===== src/rtl/ddo_pkg.sv =====
// Shared types, constants and helpers for the differential drive odometry core.
// No dependencies; every other file in rtl imports this package.
`timescale 1ns / 1ps

package ddo_pkg;

  localparam int MUL_W = 33;   // signed operand width of the serial multiplier
  localparam int DIV_W = 52;   // quotient magnitude bits of the serial divider
  localparam int COR_W = 34;   // CORDIC datapath width
  localparam int COR_N = 30;   // CORDIC iterations

  localparam logic [1:0] ACT_CMD   = 2'd0;
  localparam logic [1:0] ACT_POWER = 2'd1;
  localparam logic [1:0] ACT_TICK  = 2'd2;

  localparam logic [1:0] CFG_SEP     = 2'd0;
  localparam logic [1:0] CFG_DIAM    = 2'd1;
  localparam logic [1:0] CFG_TIMEOUT = 2'd2;

  localparam logic [31:0] SEP_RST     = 32'd15073;
  localparam logic [31:0] DIAM_RST    = 32'd4588;
  localparam logic [23:0] TIMEOUT_RST = 24'd600000;
  localparam logic [23:0] TIMER_MAX   = 24'hFFFFFF;

  localparam logic [31:0] US_PER_S    = 32'd1000000;
  localparam logic [31:0] RAD_TO_BIN  = 32'd683565276;
  localparam logic signed [COR_W-1:0] CORDIC_GAIN = 34'sd652032874;
  localparam logic signed [COR_W-1:0] Q30_ONE     = 34'sd1073741824;

  typedef struct packed {
    logic [1:0]         action;
    logic signed [31:0] linear_velocity;
    logic signed [31:0] angular_velocity;
    logic               motor_on;
    logic [19:0]        step_time_us;
  } ddo_req_t;

  typedef struct packed {
    logic signed [31:0] left_joint_rate;
    logic signed [31:0] right_joint_rate;
    logic signed [31:0] left_joint_angle;
    logic signed [31:0] right_joint_angle;
    logic signed [31:0] pose_x;
    logic signed [31:0] pose_y;
    logic [31:0]        pose_heading;
    logic signed [31:0] twist_linear;
    logic signed [31:0] twist_angular;
    logic signed [31:0] quat_z;
    logic signed [31:0] quat_w;
  } ddo_rsp_t;

  function automatic logic signed [31:0] sat32(input logic signed [65:0] v);
    if (&v[65:31] || ~|v[65:31]) begin
      return v[31:0];
    end else if (v[65]) begin
      return 32'sh80000000;
    end else begin
      return 32'sh7FFFFFFF;
    end
  endfunction

  // atan(2^-i) as a binary angle
  function automatic logic [29:0] atan_lut(input logic [4:0] i);
    case (i)
      5'd0:  return 30'd536870912;
      5'd1:  return 30'd316933406;
      5'd2:  return 30'd167458907;
      5'd3:  return 30'd85004756;
      5'd4:  return 30'd42667331;
      5'd5:  return 30'd21354465;
      5'd6:  return 30'd10679838;
      5'd7:  return 30'd5340245;
      5'd8:  return 30'd2670163;
      5'd9:  return 30'd1335087;
      5'd10: return 30'd667544;
      5'd11: return 30'd333772;
      5'd12: return 30'd166886;
      5'd13: return 30'd83443;
      5'd14: return 30'd41722;
      5'd15: return 30'd20861;
      5'd16: return 30'd10430;
      5'd17: return 30'd5215;
      5'd18: return 30'd2608;
      5'd19: return 30'd1304;
      5'd20: return 30'd652;
      5'd21: return 30'd326;
      5'd22: return 30'd163;
      5'd23: return 30'd81;
      5'd24: return 30'd41;
      5'd25: return 30'd20;
      5'd26: return 30'd10;
      5'd27: return 30'd5;
      5'd28: return 30'd3;
      5'd29: return 30'd1;
      default: return 30'd0;
    endcase
  endfunction

endpackage


===== src/rtl/ddo_mul.sv =====
// Bit-serial signed multiplier: one multiplier bit per cycle, shift-add.
// Depends on ddo_pkg.
`timescale 1ns / 1ps

module ddo_mul import ddo_pkg::*; (
  input  logic                       clk,
  input  logic                       rst,
  input  logic                       start,
  input  logic signed [MUL_W-1:0]    a,
  input  logic signed [MUL_W-1:0]    b,
  output logic                       done,
  output logic signed [2*MUL_W-1:0]  p
);

  logic                   busy;
  logic [5:0]             cnt;
  logic                   neg;
  logic [2*MUL_W-1:0]     acc;
  logic [MUL_W-1:0]       bmag;
  logic [MUL_W-1:0]       amag_in;
  logic [MUL_W-1:0]       bmag_in;
  logic [MUL_W:0]         sum;
  logic [2*MUL_W-1:0]     acc_next;

  assign amag_in = a[MUL_W-1] ? MUL_W'(-a) : MUL_W'(a);
  assign bmag_in = b[MUL_W-1] ? MUL_W'(-b) : MUL_W'(b);

  assign sum = acc[0] ? ({1'b0, acc[2*MUL_W-1:MUL_W]} + {1'b0, bmag})
                      : {1'b0, acc[2*MUL_W-1:MUL_W]};
  assign acc_next = {sum, acc[MUL_W-1:1]};

  assign p = neg ? -$signed(acc) : $signed(acc);

  always_ff @(posedge clk) begin
    if (rst) begin
      busy <= 1'b0;
      done <= 1'b0;
      cnt  <= '0;
    end else begin
      done <= 1'b0;
      if (start) begin
        busy <= 1'b1;
        cnt  <= '0;
      end else if (busy) begin
        cnt <= cnt + 6'd1;
        if (cnt == 6'(MUL_W - 1)) begin
          busy <= 1'b0;
          done <= 1'b1;
        end
      end
    end
  end

  always_ff @(posedge clk) begin
    if (start) begin
      neg  <= a[MUL_W-1] ^ b[MUL_W-1];
      acc  <= {{MUL_W{1'b0}}, amag_in};
      bmag <= bmag_in;
    end else if (busy) begin
      acc <= acc_next;
    end
  end

endmodule


===== src/rtl/ddo_div.sv =====
// Bit-serial restoring divider, signed dividend, unsigned divisor,
// quotient truncated toward zero; one quotient bit per cycle. Depends on ddo_pkg.
`timescale 1ns / 1ps

module ddo_div import ddo_pkg::*; (
  input  logic                    clk,
  input  logic                    rst,
  input  logic                    start,
  input  logic signed [DIV_W:0]   n,
  input  logic [31:0]             d,
  output logic                    done,
  output logic signed [DIV_W:0]   q
);

  logic              busy;
  logic [5:0]        cnt;
  logic              neg;
  logic [DIV_W-1:0]  quo;
  logic [31:0]       rem;
  logic [31:0]       dvs;
  logic [DIV_W:0]    nmag;
  logic [32:0]       r_sh;
  logic [32:0]       r_diff;
  logic              fits;

  assign nmag   = n[DIV_W] ? (DIV_W+1)'(-n) : (DIV_W+1)'(n);
  assign r_sh   = {rem, quo[DIV_W-1]};
  assign r_diff = r_sh - {1'b0, dvs};
  assign fits   = (r_sh >= {1'b0, dvs});

  assign q = neg ? -$signed({1'b0, quo}) : $signed({1'b0, quo});

  always_ff @(posedge clk) begin
    if (rst) begin
      busy <= 1'b0;
      done <= 1'b0;
      cnt  <= '0;
    end else begin
      done <= 1'b0;
      if (start) begin
        busy <= 1'b1;
        cnt  <= '0;
      end else if (busy) begin
        cnt <= cnt + 6'd1;
        if (cnt == 6'(DIV_W - 1)) begin
          busy <= 1'b0;
          done <= 1'b1;
        end
      end
    end
  end

  always_ff @(posedge clk) begin
    if (start) begin
      neg <= n[DIV_W];
      quo <= nmag[DIV_W-1:0];
      rem <= '0;
      dvs <= d;
    end else if (busy) begin
      rem <= fits ? r_diff[31:0] : r_sh[31:0];
      quo <= {quo[DIV_W-2:0], fits};
    end
  end

endmodule


===== src/rtl/ddo_cordic.sv =====
// Iterative rotation CORDIC, one micro-rotation per cycle: sin/cos of a
// binary angle in Q1.30. Depends on ddo_pkg for the arctangent table.
`timescale 1ns / 1ps

module ddo_cordic import ddo_pkg::*; (
  input  logic               clk,
  input  logic               rst,
  input  logic               start,
  input  logic [31:0]        ang,
  output logic               done,
  output logic signed [31:0] s,
  output logic signed [31:0] c
);

  logic                    busy;
  logic [4:0]              it;
  logic                    flip;
  logic signed [COR_W-1:0] x;
  logic signed [COR_W-1:0] y;
  logic signed [COR_W-1:0] z;
  logic signed [COR_W-1:0] xs;
  logic signed [COR_W-1:0] ys;
  logic signed [COR_W-1:0] at;
  logic                    flip_in;
  logic [31:0]             ang_f;
  logic signed [COR_W-1:0] xc;
  logic signed [COR_W-1:0] yc;
  logic signed [COR_W-1:0] xo;
  logic signed [COR_W-1:0] yo;

  // quadrants two and three are folded by a half turn
  assign flip_in = ang[31] ^ ang[30];
  assign ang_f   = {ang[31] ^ flip_in, ang[30:0]};

  assign xs = x >>> it;
  assign ys = y >>> it;
  assign at = $signed({4'b0, atan_lut(it)});

  always_comb begin
    xc = x;
    yc = y;
    if (x > Q30_ONE)  xc = Q30_ONE;
    if (x < -Q30_ONE) xc = -Q30_ONE;
    if (y > Q30_ONE)  yc = Q30_ONE;
    if (y < -Q30_ONE) yc = -Q30_ONE;
    xo = flip ? -xc : xc;
    yo = flip ? -yc : yc;
  end

  assign c = xo[31:0];
  assign s = yo[31:0];

  always_ff @(posedge clk) begin
    if (rst) begin
      busy <= 1'b0;
      done <= 1'b0;
      it   <= '0;
    end else begin
      done <= 1'b0;
      if (start) begin
        busy <= 1'b1;
        it   <= '0;
      end else if (busy) begin
        it <= it + 5'd1;
        if (it == 5'(COR_N - 1)) begin
          busy <= 1'b0;
          done <= 1'b1;
        end
      end
    end
  end

  always_ff @(posedge clk) begin
    if (start) begin
      flip <= flip_in;
      x    <= CORDIC_GAIN;
      y    <= '0;
      z    <= $signed({{(COR_W-32){ang_f[31]}}, ang_f});
    end else if (busy) begin
      if (!z[COR_W-1]) begin
        x <= x - ys;
        y <= y + xs;
        z <= z - at;
      end else begin
        x <= x + ys;
        y <= y - xs;
        z <= z + at;
      end
    end
  end

endmodule


===== src/rtl/diff_drive_odometry_core.sv =====
// Differential drive odometry core: sequencer, state and configuration.
// Depends on ddo_pkg, ddo_mul, ddo_div and ddo_cordic.
//
//   channel  signals                                  direction
//   req      req_valid, req_ready, req                in  (velocity, power, tick)
//   rsp      rsp_valid, rsp_ready, rsp                out (one per tick)
//   cfg      cfg_valid, cfg_ready, cfg_index, cfg_data  in (register writes)
//
// A velocity command runs one serial multiply; a power request is handled in
// the idle state. A tick runs nine serial divides, eleven serial multiplies
// and two CORDIC runs, one at a time, and skips the twist steps when the step
// time is 0 and some divides when diameter or separation is 0. Reset is
// synchronous; it clears the pose, joint angles and speeds and restores config.
// A finished tick waits in the output register; commands are still taken
// while it waits, and a further tick is computed but holds in its last
// step until the output is free.
`timescale 1ns / 1ps

module diff_drive_odometry_core import ddo_pkg::*; (
  input  logic        clk,
  input  logic        rst,
  input  logic        req_valid,
  output logic        req_ready,
  input  ddo_req_t    req,
  output logic        rsp_valid,
  input  logic        rsp_ready,
  output ddo_rsp_t    rsp,
  input  logic        cfg_valid,
  output logic        cfg_ready,
  input  logic [1:0]  cfg_index,
  input  logic [31:0] cfg_data
);

  localparam logic [4:0] S_IDLE    = 5'd0;
  localparam logic [4:0] S_CMD     = 5'd1;
  localparam logic [4:0] S_JR_DIV  = 5'd2;
  localparam logic [4:0] S_AN_MUL  = 5'd3;
  localparam logic [4:0] S_AN_DIV  = 5'd4;
  localparam logic [4:0] S_TR_MUL1 = 5'd5;
  localparam logic [4:0] S_TR_MUL2 = 5'd6;
  localparam logic [4:0] S_TR_DIV  = 5'd7;
  localparam logic [4:0] S_DA_DIV  = 5'd8;
  localparam logic [4:0] S_COR1    = 5'd9;
  localparam logic [4:0] S_X_MUL   = 5'd10;
  localparam logic [4:0] S_Y_MUL   = 5'd11;
  localparam logic [4:0] S_H_MUL   = 5'd12;
  localparam logic [4:0] S_TL_MUL  = 5'd13;
  localparam logic [4:0] S_TL_DIV  = 5'd14;
  localparam logic [4:0] S_TA_MUL  = 5'd15;
  localparam logic [4:0] S_TA_DIV  = 5'd16;
  localparam logic [4:0] S_COR2    = 5'd17;
  localparam logic [4:0] S_OUT     = 5'd18;

  logic [4:0]  state;
  logic        launched;

  logic [31:0] sep;
  logic [31:0] diam;
  logic [23:0] timeout;

  logic signed [31:0] lspd, rspd;
  logic               motor_en;
  logic [23:0]        timer;
  logic [31:0]        lang, rang, xacc, yacc, hacc;

  logic [19:0]        dt;
  logic signed [31:0] lin, angv;
  logic               side;
  logic signed [31:0] wl, wr, spd, dr, da, tl, ta, sn, cs;
  logic signed [33:0] d1, d2;

  logic                      mul_start, mul_done;
  logic signed [MUL_W-1:0]   mul_a, mul_b;
  logic signed [2*MUL_W-1:0] mul_p;
  logic                      div_start, div_done;
  logic signed [DIV_W:0]     div_n;
  logic [31:0]               div_d;
  logic signed [DIV_W:0]     div_q;
  logic                      cor_start, cor_done;
  logic [31:0]               cor_ang;
  logic signed [31:0]        cor_s, cor_c;
  logic                      skip;

  logic signed [31:0]        spd_side, w_side;
  logic signed [2*MUL_W-1:0] p_sh17, p_sh16, p_sh30, lin_e, q_e;
  logic signed [34:0]        dsum, ddiff, dsum_adj, dhalf;
  logic [24:0]               tsum;
  logic [23:0]               tnew;
  logic                      req_acc;

  assign req_ready = (state == S_IDLE);
  assign cfg_ready = 1'b1;
  assign req_acc   = req_valid && req_ready;

  assign spd_side = side ? rspd : lspd;
  assign w_side   = side ? wr : wl;
  assign p_sh17   = mul_p >>> 17;
  assign p_sh16   = mul_p >>> 16;
  assign p_sh30   = mul_p >>> 30;
  assign lin_e    = $signed({{34{lin[31]}}, lin});
  assign q_e      = $signed({{(2*MUL_W-DIV_W-1){div_q[DIV_W]}}, div_q});
  assign dsum     = $signed({d1[33], d1}) + $signed({d2[33], d2});
  assign ddiff    = $signed({d2[33], d2}) - $signed({d1[33], d1});
  // halve toward zero
  assign dsum_adj = dsum + $signed({34'b0, dsum[34]});
  assign dhalf    = dsum_adj >>> 1;

  assign tsum = {1'b0, timer} + {5'b0, req.step_time_us};
  assign tnew = tsum[24] ? TIMER_MAX : tsum[23:0];

  always_comb begin
    mul_start = 1'b0;
    div_start = 1'b0;
    cor_start = 1'b0;
    skip      = 1'b0;
    mul_a     = '0;
    mul_b     = '0;
    div_n     = '0;
    div_d     = US_PER_S;
    cor_ang   = hacc;
    case (state)
      S_CMD: begin
        mul_start = !launched;
        mul_a = {angv[31], angv};
        mul_b = {1'b0, sep};
      end
      S_JR_DIV: begin
        skip = (diam == 32'd0);
        div_start = !launched && !skip;
        div_n = {{4{spd_side[31]}}, spd_side, 17'b0};
        div_d = diam;
      end
      S_AN_MUL: begin
        mul_start = !launched;
        mul_a = {w_side[31], w_side};
        mul_b = {13'b0, dt};
      end
      S_AN_DIV, S_TR_DIV: begin
        div_start = !launched;
        div_n = mul_p[DIV_W:0];
      end
      S_TR_MUL1: begin
        mul_start = !launched;
        mul_a = {w_side[31], w_side};
        mul_b = {1'b0, diam};
      end
      S_TR_MUL2: begin
        mul_start = !launched;
        mul_a = {spd[31], spd};
        mul_b = {13'b0, dt};
      end
      S_DA_DIV: begin
        skip = (sep == 32'd0);
        div_start = !launched && !skip;
        div_n = {{2{ddiff[34]}}, ddiff, 16'b0};
        div_d = sep;
      end
      S_COR1: begin
        cor_start = !launched;
      end
      S_X_MUL: begin
        mul_start = !launched;
        mul_a = {dr[31], dr};
        mul_b = {cs[31], cs};
      end
      S_Y_MUL: begin
        mul_start = !launched;
        mul_a = {dr[31], dr};
        mul_b = {sn[31], sn};
      end
      S_H_MUL: begin
        mul_start = !launched;
        mul_a = {da[31], da};
        mul_b = {1'b0, RAD_TO_BIN};
      end
      S_TL_MUL: begin
        skip = (dt == 20'd0);
        mul_start = !launched && !skip;
        mul_a = {dr[31], dr};
        mul_b = {1'b0, US_PER_S};
      end
      S_TA_MUL: begin
        mul_start = !launched;
        mul_a = {da[31], da};
        mul_b = {1'b0, US_PER_S};
      end
      S_TL_DIV, S_TA_DIV: begin
        div_start = !launched;
        div_n = mul_p[DIV_W:0];
        div_d = {12'b0, dt};
      end
      S_COR2: begin
        cor_start = !launched;
        cor_ang = {1'b0, hacc[31:1]};
      end
      default: begin
      end
    endcase
  end

  ddo_mul u_mul (
    .clk   (clk),
    .rst   (rst),
    .start (mul_start),
    .a     (mul_a),
    .b     (mul_b),
    .done  (mul_done),
    .p     (mul_p)
  );

  ddo_div u_div (
    .clk   (clk),
    .rst   (rst),
    .start (div_start),
    .n     (div_n),
    .d     (div_d),
    .done  (div_done),
    .q     (div_q)
  );

  ddo_cordic u_cordic (
    .clk   (clk),
    .rst   (rst),
    .start (cor_start),
    .ang   (cor_ang),
    .done  (cor_done),
    .s     (cor_s),
    .c     (cor_c)
  );

  always_ff @(posedge clk) begin
    if (rst) begin
      sep     <= SEP_RST;
      diam    <= DIAM_RST;
      timeout <= TIMEOUT_RST;
    end else if (cfg_valid && cfg_ready) begin
      case (cfg_index)
        CFG_SEP:     sep     <= cfg_data;
        CFG_DIAM:    diam    <= cfg_data;
        CFG_TIMEOUT: timeout <= cfg_data[23:0];
        default: begin
        end
      endcase
    end
  end

  always_ff @(posedge clk) begin
    if (rst) begin
      state     <= S_IDLE;
      launched  <= 1'b0;
      rsp_valid <= 1'b0;
      lspd      <= '0;
      rspd      <= '0;
      motor_en  <= 1'b0;
      timer     <= TIMER_MAX;
      lang      <= '0;
      rang      <= '0;
      xacc      <= '0;
      yacc      <= '0;
      hacc      <= '0;
      side      <= 1'b0;
    end else begin
      if (mul_start || div_start || cor_start) begin
        launched <= 1'b1;
      end
      if (rsp_valid && rsp_ready && state != S_OUT) begin
        rsp_valid <= 1'b0;
      end
      case (state)
        S_IDLE: begin
          if (req_acc) begin
            case (req.action)
              ACT_CMD: begin
                lin   <= req.linear_velocity;
                angv  <= req.angular_velocity;
                timer <= '0;
                state <= S_CMD;
              end
              ACT_POWER: begin
                motor_en <= req.motor_on;
              end
              ACT_TICK: begin
                dt    <= req.step_time_us;
                timer <= tnew;
                if (tnew > timeout || !motor_en) begin
                  lspd <= '0;
                  rspd <= '0;
                end
                side  <= 1'b0;
                state <= S_JR_DIV;
              end
              default: begin
              end
            endcase
          end
        end
        S_CMD: begin
          if (mul_done) begin
            launched <= 1'b0;
            lspd  <= sat32(lin_e - p_sh17);
            rspd  <= sat32(lin_e + p_sh17);
            state <= S_IDLE;
          end
        end
        S_JR_DIV: begin
          if (skip || div_done) begin
            launched <= 1'b0;
            if (side) wr <= skip ? 32'sd0 : sat32(q_e);
            else      wl <= skip ? 32'sd0 : sat32(q_e);
            state <= side ? S_AN_MUL : S_JR_DIV;
            side  <= ~side;
          end
        end
        S_AN_MUL: begin
          if (mul_done) begin
            launched <= 1'b0;
            state    <= S_AN_DIV;
          end
        end
        S_AN_DIV: begin
          if (div_done) begin
            launched <= 1'b0;
            if (side) rang <= rang + div_q[31:0];
            else      lang <= lang + div_q[31:0];
            state <= S_TR_MUL1;
          end
        end
        S_TR_MUL1: begin
          if (mul_done) begin
            launched <= 1'b0;
            spd   <= sat32(p_sh17);
            state <= S_TR_MUL2;
          end
        end
        S_TR_MUL2: begin
          if (mul_done) begin
            launched <= 1'b0;
            state    <= S_TR_DIV;
          end
        end
        S_TR_DIV: begin
          if (div_done) begin
            launched <= 1'b0;
            if (side) d2 <= div_q[33:0];
            else      d1 <= div_q[33:0];
            state <= side ? S_DA_DIV : S_AN_MUL;
            side  <= ~side;
          end
        end
        S_DA_DIV: begin
          if (skip || div_done) begin
            launched <= 1'b0;
            dr    <= sat32($signed({{31{dhalf[34]}}, dhalf}));
            da    <= skip ? 32'sd0 : sat32(q_e);
            state <= S_COR1;
          end
        end
        S_COR1: begin
          if (cor_done) begin
            launched <= 1'b0;
            sn    <= cor_s;
            cs    <= cor_c;
            state <= S_X_MUL;
          end
        end
        S_X_MUL: begin
          if (mul_done) begin
            launched <= 1'b0;
            xacc  <= xacc + p_sh30[31:0];
            state <= S_Y_MUL;
          end
        end
        S_Y_MUL: begin
          if (mul_done) begin
            launched <= 1'b0;
            yacc  <= yacc + p_sh30[31:0];
            state <= S_H_MUL;
          end
        end
        S_H_MUL: begin
          if (mul_done) begin
            launched <= 1'b0;
            hacc  <= hacc + p_sh16[31:0];
            state <= S_TL_MUL;
          end
        end
        S_TL_MUL: begin
          if (skip) begin
            tl    <= '0;
            ta    <= '0;
            state <= S_COR2;
          end else if (mul_done) begin
            launched <= 1'b0;
            state    <= S_TL_DIV;
          end
        end
        S_TL_DIV: begin
          if (div_done) begin
            launched <= 1'b0;
            tl    <= sat32(q_e);
            state <= S_TA_MUL;
          end
        end
        S_TA_MUL: begin
          if (mul_done) begin
            launched <= 1'b0;
            state    <= S_TA_DIV;
          end
        end
        S_TA_DIV: begin
          if (div_done) begin
            launched <= 1'b0;
            ta    <= sat32(q_e);
            state <= S_COR2;
          end
        end
        S_COR2: begin
          if (cor_done) begin
            launched <= 1'b0;
            sn    <= cor_s;
            cs    <= cor_c;
            state <= S_OUT;
          end
        end
        S_OUT: begin
          if (!rsp_valid || rsp_ready) begin
            rsp_valid <= 1'b1;
            state     <= S_IDLE;
          end
        end
        default: begin
          state <= S_IDLE;
        end
      endcase
    end
  end

  always_ff @(posedge clk) begin
    if (state == S_OUT && (!rsp_valid || rsp_ready)) begin
      rsp.left_joint_rate   <= wl;
      rsp.right_joint_rate  <= wr;
      rsp.left_joint_angle  <= lang;
      rsp.right_joint_angle <= rang;
      rsp.pose_x            <= xacc;
      rsp.pose_y            <= yacc;
      rsp.pose_heading      <= hacc;
      rsp.twist_linear      <= tl;
      rsp.twist_angular     <= ta;
      rsp.quat_z            <= sn;
      rsp.quat_w            <= cs;
    end
  end

endmodule


===== config.mk =====
export PLATFORM = sky130hd
export DESIGN_NAME = diff_drive_odometry_core
export DESIGN_NICKNAME = d
export VERILOG_FILES = /design/src/rtl/ddo_pkg.sv /design/src/rtl/ddo_mul.sv /design/src/rtl/ddo_div.sv /design/src/rtl/ddo_cordic.sv /design/src/rtl/diff_drive_odometry_core.sv
export SDC_FILE = /design/constraint.sdc
export NUM_CORES = 2
export LEC_CHECK = 0
export BUFFER_PORTS_ARGS = -buffer_cell sky130_fd_sc_hd__buf_2
export CAP_MARGIN = 15
export CELL_PAD_IN_SITES_DETAIL_PLACEMENT = 0
export CELL_PAD_IN_SITES_GLOBAL_PLACEMENT = 1
export CORE_MARGIN = 5
export CORE_UTILIZATION = 35
export CTS_CLUSTER_DIAMETER = 200
export DETAILED_ROUTE_END_ITERATION = 6
export GPL_ROUTABILITY_DRIVEN = 0
export PLACE_DENSITY_LB_ADDON = 0.1
export SETUP_SLACK_MARGIN = 0.2
export SYNTH_ARGS = -nofsm -noshare
export SYNTH_HDL_FRONTEND = slang
export SYNTH_SLANG_ARGS = --single-unit

===== constraint.sdc =====
create_clock -name clk -period 31.3 [get_ports clk]
set_input_delay 7.825 -clock clk [delete_from_list [all_inputs] [get_ports clk]]
set_output_delay 7.825 -clock clk [all_outputs]
set_load 0.005 [all_outputs]

Yosys cells after proc, flatten, opt, wreduce, memory -nomap -nowiden. Memory sizes are Yosys's and may differ from the RTL's. A register that Yosys moved wholly into a read port is not among the register bits. Index checks and enable logic that the tools add are counted.

Register bits: 1480. Memory bits (read-only): 960. Input port bits: 126. Output and inout bits: 355. Logic and storage cells: 360. Memories kept: 1.

Add/subtract/negate cells: 29. $lt $le $gt $ge: 6. Equal/unequal tests: 49. Shift operators: 2. Mux-type cells: 110. Bitwise logic cells: 8. Reductions and logical operators: 92.

Memories: (no name shown) (words 32, bits a word 30, rd ports 1, clocked after memory_dff 1, write ports 0, RTL line ddo_pkg.sv:64) `case (i)`.

Operators by type and width (number): 32-bit 2-to-1 mux (29); 32-bit case mux with 2 select lines (4); 33-bit case mux with 7 select lines (1); 34-bit 2-to-1 mux (6); 33-bit case mux with 5 select lines (1); 32-bit adder (5); 53-bit case mux with 3 select lines (1); 52-bit 2-to-1 mux (3); 5-bit 2-to-1 mux (22); 33-bit 2-to-1 mux (3); 32-bit case mux with 3 select lines (1); 5-bit case mux with 19 select lines (1); 35-bit AND reduction (2); 35-bit OR reduction (2); 34-bit adder (2); 34-bit by 32-bit > comparator with 1-bit output (second input constant) (2); 34-bit by 31-bit less-than comparator with 1-bit output (second input constant) (2); 34-bit by 5-bit >>> shifter with 34-bit output (2); 34-bit subtractor (2); 66-bit 2-to-1 mux (1); 33-bit negator (2); 66-bit negator (1); 32-bit logical NOT (2); 32-bit negator (2); 61 further kinds (197).

Depth between registers and ports, before layout.
Word-level depth: 10. Gate-level depth with buffers: 33. Depth with buffers taken out: 30.

Hierarchy. Synthesis repeated with hierarchy kept, for this count alone.

Cell total of the unflattened synthesis: 10506. Area total of the unflattened synthesis: 98077.8 um^2.

Modules (own cells, without submodules): diff_drive_odometry_core (instances 1, cells an instance 6045, area each 61400.1 um^2, sequential area each 30689.4 um^2); ddo_cordic (instances 1, cells an instance 2486, area each 19357.3 um^2, sequential area each 3153.0 um^2); ddo_div (instances 1, cells an instance 995, area each 8767.2 um^2, sequential area each 3353.2 um^2); ddo_mul (instances 1, cells an instance 980, area each 8553.2 um^2, sequential area each 2832.7 um^2).

Least setup slack after synthesis. No wires, ideal clock.

Path kind: input -> register. From: input rsp_ready. To: register rsp[0] (netlist name), enable pin. Setup time: 1.113 ns. Arrival time: 23.362 ns. Required time: 30.187 ns. Slack: 6.826 ns. Cell stages on the path: 2. Path buffers: 0. Cells stage by stage: nand2b_1 nor2b_1.

Longest elaborated chain between the ends: 2.

RTL lines: start, declared (RTL line diff_drive_odometry_core.sv:26) `input logic rsp_ready,`; 1-bit logical OR (RTL line diff_drive_odometry_core.sv:439) `if (state == S_OUT && (!rsp_valid || rsp_ready)) begin`; 1-bit logical AND (RTL line diff_drive_odometry_core.sv:439); end, declared (RTL line diff_drive_odometry_core.sv:27) `output ddo_rsp_t rsp,`.

No other way between the ends. A chain may end at the register's enable or synchronous reset.

Worst setup path after layout.
From: input req[0] (netlist name). To: register lspd[0].

Longest elaborated chain between the ends: 6.

RTL lines: start, declared (RTL line diff_drive_odometry_core.sv:24) `input ddo_req_t req,`; 24-bit by 20-bit adder with 25-bit output (RTL line diff_drive_odometry_core.sv:108) `assign tsum = {1'b0, timer} + {5'b0, req.step_time_us};`; 24-bit 2-to-1 mux (RTL line diff_drive_odometry_core.sv:109) `assign tnew = tsum[24] ? TIMER_MAX : tsum[23:0];`; 24-bit > comparator (RTL line diff_drive_odometry_core.sv:285) `if (tnew > timeout || !motor_en) begin`; 1-bit logical OR (RTL line diff_drive_odometry_core.sv:285); 2-bit by 1-bit inequality test with 1-bit output (no source line); 5-bit AND reduction (no source line); end signal, assigned (RTL line diff_drive_odometry_core.sv:300) `lspd <= sat32(lin_e - p_sh17);`; end, declared (RTL line diff_drive_odometry_core.sv:61) `logic signed [31:0] lspd, rspd;`.

No other way between the ends.

==> report_table.html <==
<table>
<tr><th>Metric</th><th>Value</th></tr>
<tr><th colspan="2">Outcome</th></tr>
<tr><td>Failing checks</td><td>design-rule violations</td></tr>
<tr><td>Status</td><td>complete, but fails checks</td></tr>
<tr><th colspan="2">Drt</th></tr>
<tr><td>Remaining antenna violation count</td><td>0</td></tr>
<tr><td>Final Routed Wirelength</td><td>371,000 µm</td></tr>
<tr><td>Average wire per standard cell</td><td>25.5 µm</td></tr>
<tr><td>Detailed-route via count</td><td>83,300</td></tr>
<tr><td>Via density per instance</td><td>5.72</td></tr>
<tr><td>Remaining routing DRC violations</td><td>30</td></tr>
<tr><td>Violation count after the first detailed-routing iteration</td><td>8,085</td></tr>
<tr><td>First-pass iteration count of the detailed router</td><td>7</td></tr>
<tr><th colspan="2">Die</th></tr>
<tr><td>Die X-Extent</td><td>535 µm</td></tr>
<tr><td>Vertical die dimension</td><td>535 µm</td></tr>
<tr><td>Area inside the core boundary</td><td>274,000 µm²</td></tr>
<tr><td>Die footprint</td><td>286,000 µm²</td></tr>
<tr><td>Top Ports</td><td>481</td></tr>
<tr><td>Starting density of the core</td><td>0.352</td></tr>
<tr><td># rows</td><td>192</td></tr>
<tr><th colspan="2">Yosys</th></tr>
<tr><td>Post-synth design cell area</td><td>96,500 µm²</td></tr>
<tr><td>Most common cell in the netlist</td><td>sky130_fd_sc_hd__nand2_1</td></tr>
<tr><td>Share of the synthesized area in the top cell type</td><td>0.305</td></tr>
<tr><td>Most frequent cells after synthesis</td><td>sky130_fd_sc_hd__nand2_1, sky130_fd_sc_hd__edfxtp_1, sky130_fd_sc_hd__a21oi_1</td></tr>
<tr><td>Asr flop ratio synth</td><td>0</td></tr>
<tr><td>Synthesis warning total</td><td>0</td></tr>
<tr><td>EDFF count, synth</td><td>979</td></tr>
<tr><td>Leading cell types by total area after synthesis</td><td>sky130_fd_sc_hd__edfxtp_1, sky130_fd_sc_hd__dfxtp_1, sky130_fd_sc_hd__ha_1, sky130_fd_sc_hd__a21oi_1, sky130_fd_sc_hd__nand2_1</td></tr>
<tr><td>Syn Nets</td><td>11,100</td></tr>
<tr><td>Leading area contributor after synthesis</td><td>sky130_fd_sc_hd__edfxtp_1</td></tr>
<tr><td>Number of distinct library cell variants in the gate-level netlist after synthesis</td><td>108</td></tr>
<tr><td>Average footprint of a synthesized cell</td><td>9.29 µm²</td></tr>
<tr><td>Total of flip-flops plus latches after synthesis</td><td>1,510</td></tr>
<tr><td>Main flop type after synthesis</td><td>sky130_fd_sc_hd__edfxtp_1</td></tr>
<tr><td>Register area share after synthesis</td><td>0.415</td></tr>
<tr><td>Synthesized netlist cell count</td><td>10,400</td></tr>
<tr><th colspan="2">Clock network</th></tr>
<tr><td>Clock edge transition at the registers on the reported setup and hold paths</td><td>0.06 ns</td></tr>
<tr><td>Root Driver</td><td>sky130_fd_sc_hd__clkbuf_16</td></tr>
<tr><td># hold bufs at CTS</td><td>0</td></tr>
<tr><td>Number of buffers added by the clock tree synthesis step</td><td>186</td></tr>
<tr><td>Count of cells resized by post-cts repair</td><td>0</td></tr>
<tr><td>Maximum clock path buffer count</td><td>4</td></tr>
<tr><td>Total number of H-tree levels</td><td>4</td></tr>
<tr><td>Post-CTS Setup Repair Bufs</td><td>0</td></tr>
<tr><td>Sink Count</td><td>1,510</td></tr>
<tr><td>Clock tree from TritonCTS</td><td>yes</td></tr>
<tr><td>Clock network latency to the later pin of the worst-skew pair</td><td>0.90 ns</td></tr>
<tr><th colspan="2">Worst setup path</th></tr>
<tr><td>Top fanout value on the critical path</td><td>64</td></tr>
<tr><td>Startpoint type of the worst setup path</td><td>primary input</td></tr>
<tr><td>Crit path max-delay cell type</td><td>sky130_fd_sc_hd__nor3_1</td></tr>
<tr><td>Worst endpoint required time</td><td>32.05 ns</td></tr>
<tr><td>Critical Path AT</td><td>16.34 ns</td></tr>
<tr><td>Maximum cell stage delay along the critical path</td><td>0.75 ns</td></tr>
<tr><td>Setup CP Type</td><td>in2reg</td></tr>
<tr><td>Reg2reg path depth</td><td>22</td></tr>
<tr><td>CP Capture Type</td><td>flip-flop</td></tr>
<tr><th colspan="2">STA</th></tr>
<tr><td>Setup-violating endpoint count in the final report</td><td>0</td></tr>
<tr><td>Period minus WS final</td><td>15.59 ns</td></tr>
<tr><td>Unrepaired setup endpoints after global routing</td><td>no</td></tr>
<tr><td>Post-layout worst setup margin</td><td>15.71 ns</td></tr>
<tr><td>Fin. Hold Viols</td><td>0</td></tr>
<tr><td>Number of pins with negative max-slew slack in the final report</td><td>0</td></tr>
<tr><td>Worst-margin pin slew</td><td>1.24 ns</td></tr>
<tr><td>Max_slew headroom</td><td>0.169</td></tr>
<tr><td>Worst setup skew after layout</td><td>0.0694 ns</td></tr>
<tr><td>TNS Setup</td><td>0 ns</td></tr>
<tr><td>Highest achievable clock rate</td><td>0.0641 GHz</td></tr>
<tr><td>Final worst-path cycle share</td><td>0.498</td></tr>
<tr><th colspan="2">Global routing</th></tr>
<tr><td>Overflow after GRT</td><td>0</td></tr>
<tr><td>First-pass GRT wire length</td><td>538,000 µm</td></tr>
<tr><td>Antenna violations before repair</td><td>43</td></tr>
<tr><td>Pin count of the biggest net entering global routing</td><td>91</td></tr>
<tr><td>Via count of the first global-routing pass</td><td>78,500</td></tr>
<tr><td>Total Routing Usage GR</td><td>0.247</td></tr>
<tr><th colspan="2">Final layout</th></tr>
<tr><td>Synthesis-to-layout area growth</td><td>13.5%</td></tr>
<tr><td>Final std cells w/o fill</td><td>14,600</td></tr>
<tr><td>Fill count</td><td>27,400</td></tr>
<tr><td>Total number of nets in the final design</td><td>11,400</td></tr>
<tr><td>Fraction of layout cells with a size suffix above 1</td><td>0.117</td></tr>
<tr><th colspan="2">Place</th></tr>
<tr><td>Number of buffers inserted by port buffering</td><td>479</td></tr>
<tr><td>Post-Place Setup Slack</td><td>14.83 ns</td></tr>
<tr><td>Hpwl dp</td><td>281,000 µm</td></tr>
<tr><td>Cell count after placement</td><td>14,200</td></tr>
<tr><th colspan="2">Worst hold path</th></tr>
<tr><td>Cells on Worst Hold Path</td><td>0</td></tr>
<tr><td>Hold/Removal Path Class</td><td>reg2reg</td></tr>
<tr><th colspan="2">Power and ir drop</th></tr>
<tr><td>Power per cell area</td><td>99.2 nW/µm²</td></tr>
<tr><td>Leakage power figure</td><td>41.7 nW</td></tr>
<tr><td>Worst vdd ir</td><td>75.1 µV</td></tr>
<tr><td>Total power after layout</td><td>10.9 mW</td></tr>
<tr><th colspan="2">Flow run</th></tr>
<tr><td>Max-capacitance violation count</td><td>0</td></tr>
</table>
critical path: cells and delay by family:
kind                       cells  cell delay (ns)
buffers and inverters          2             0.52
AOI/OAI and AO/OA             16             3.24
and+or+nand+nor               10             3.69
adders and majority gates      3             0.98
layout by cell type (no fill, tap or decap), drive strengths merged, types with 77 or more instances in the layout:
cell type / netlist / routed
buf: 81 / 677
inv: 414 / 420
nand3: 198 / 198
o31ai: 110 / 110
ha: 554 / 554
nor4: 109 / 109
nand2: 1133 / 1133
a21oi: 919 / 919
or3: 116 / 116
and3: 79 / 79
o21a: 93 / 93
dfxtp: 531 / 531
edfxtp: 979 / 979
nor3: 270 / 270
nor2: 820 / 820
xnor2: 435 / 435
a31oi: 114 / 114
a21o: 167 / 167
mux4: 98 / 98
nand2b: 106 / 106
a211oi: 144 / 144
mux2i: 186 / 186
nor2b: 77 / 77
clkbuf: 472 / 227
clkinv: 7 / 81
xor2: 330 / 330
o21ai: 730 / 730
routing by layer:
metal | wire (µm) | vias to the layer above | track usage | share of wire
li1 | - | 39000 | - | -
met3 | 25500 | 571 | 0.0416 | 0.069
met5 | 235 | - | 0 | 0.00063
met2 | 168000 | 2915 | 0.396 | 0.45
met4 | 13200 | 36 | 0.0789 | 0.036
met1 | 164000 | 40800 | 0.340 | 0.44
kinds of logic (layout without fill, tap and decap cells):
| kind of cell | count (synthesis) | count (layout) | synth area share |
|---|---|---|---|
| other cells | 2 | 21 | 0.0000778 |
| xor+xnor | 765 | 765 | 0.0696 |
| simple gates | 3260 | 3260 | 0.158 |
| mux | 322 | 322 | 0.0466 |
| flops | 1510 | 1510 | 0.415 |
| buf+inv | 974 | 1440 | 0.0382 |
| compound gates | 2985 | 2985 | 0.198 |
| fa+ha+maj | 573 | 573 | 0.0753 |
report_power, final:
group / total [mW] / internal (mW) / switching, mW
registers: 2.86 / 2.51 / 0.341
clock network: 2.25 / 1.31 / 0.938
logic: 5.77 / 2.07 / 3.70
total: 10.9 / 5.90 / 4.98
registers in the layout, indices dropped and copies added, names as in the netlist, 33 cells and up:
signal      flops
u_div.quo      52
d1             34
u_cordic.z     34
d2             34
u_cordic.y     34
rsp           352
u_mul.bmag     33
u_mul.acc      66
u_cordic.x     34
per-stage QoR:
step                       util  hold WS, ns  area, µm²
final                     0.400        0.389     110000
after global routing      0.400        0.415     110000
after CTS                 0.399        0.396     109000
after detailed placement  0.377        0.405     103000
after global placement    0.377        0.406     103000
after floorplan               -        0.400      96500
layout make-up:
class	instances	area, µm²	area share
flip-flops and latches	1510	40000	0.365
inverters	421	1580	0.0144
clock inverters	115	1340	0.0123
multi-input cells	7907	53100	0.484
clock buffers	227	4940	0.0451
diodes	19	47.5	0.000434
well taps	3686	4610	0.0421
repair buffers	677	3910	0.0357
worst paths after layout:
kind	start	end	slack, ns
setup / recovery	req[0]	lspd[0]	15.71
hold / removal	ta[5]	rsp[69]	0.39
setup reg to reg	u_mul.acc[0]	lspd[0]	21.43
hold reg to reg	ta[5]	rsp[69]	0.39
(Power assumes the default switching activity.)
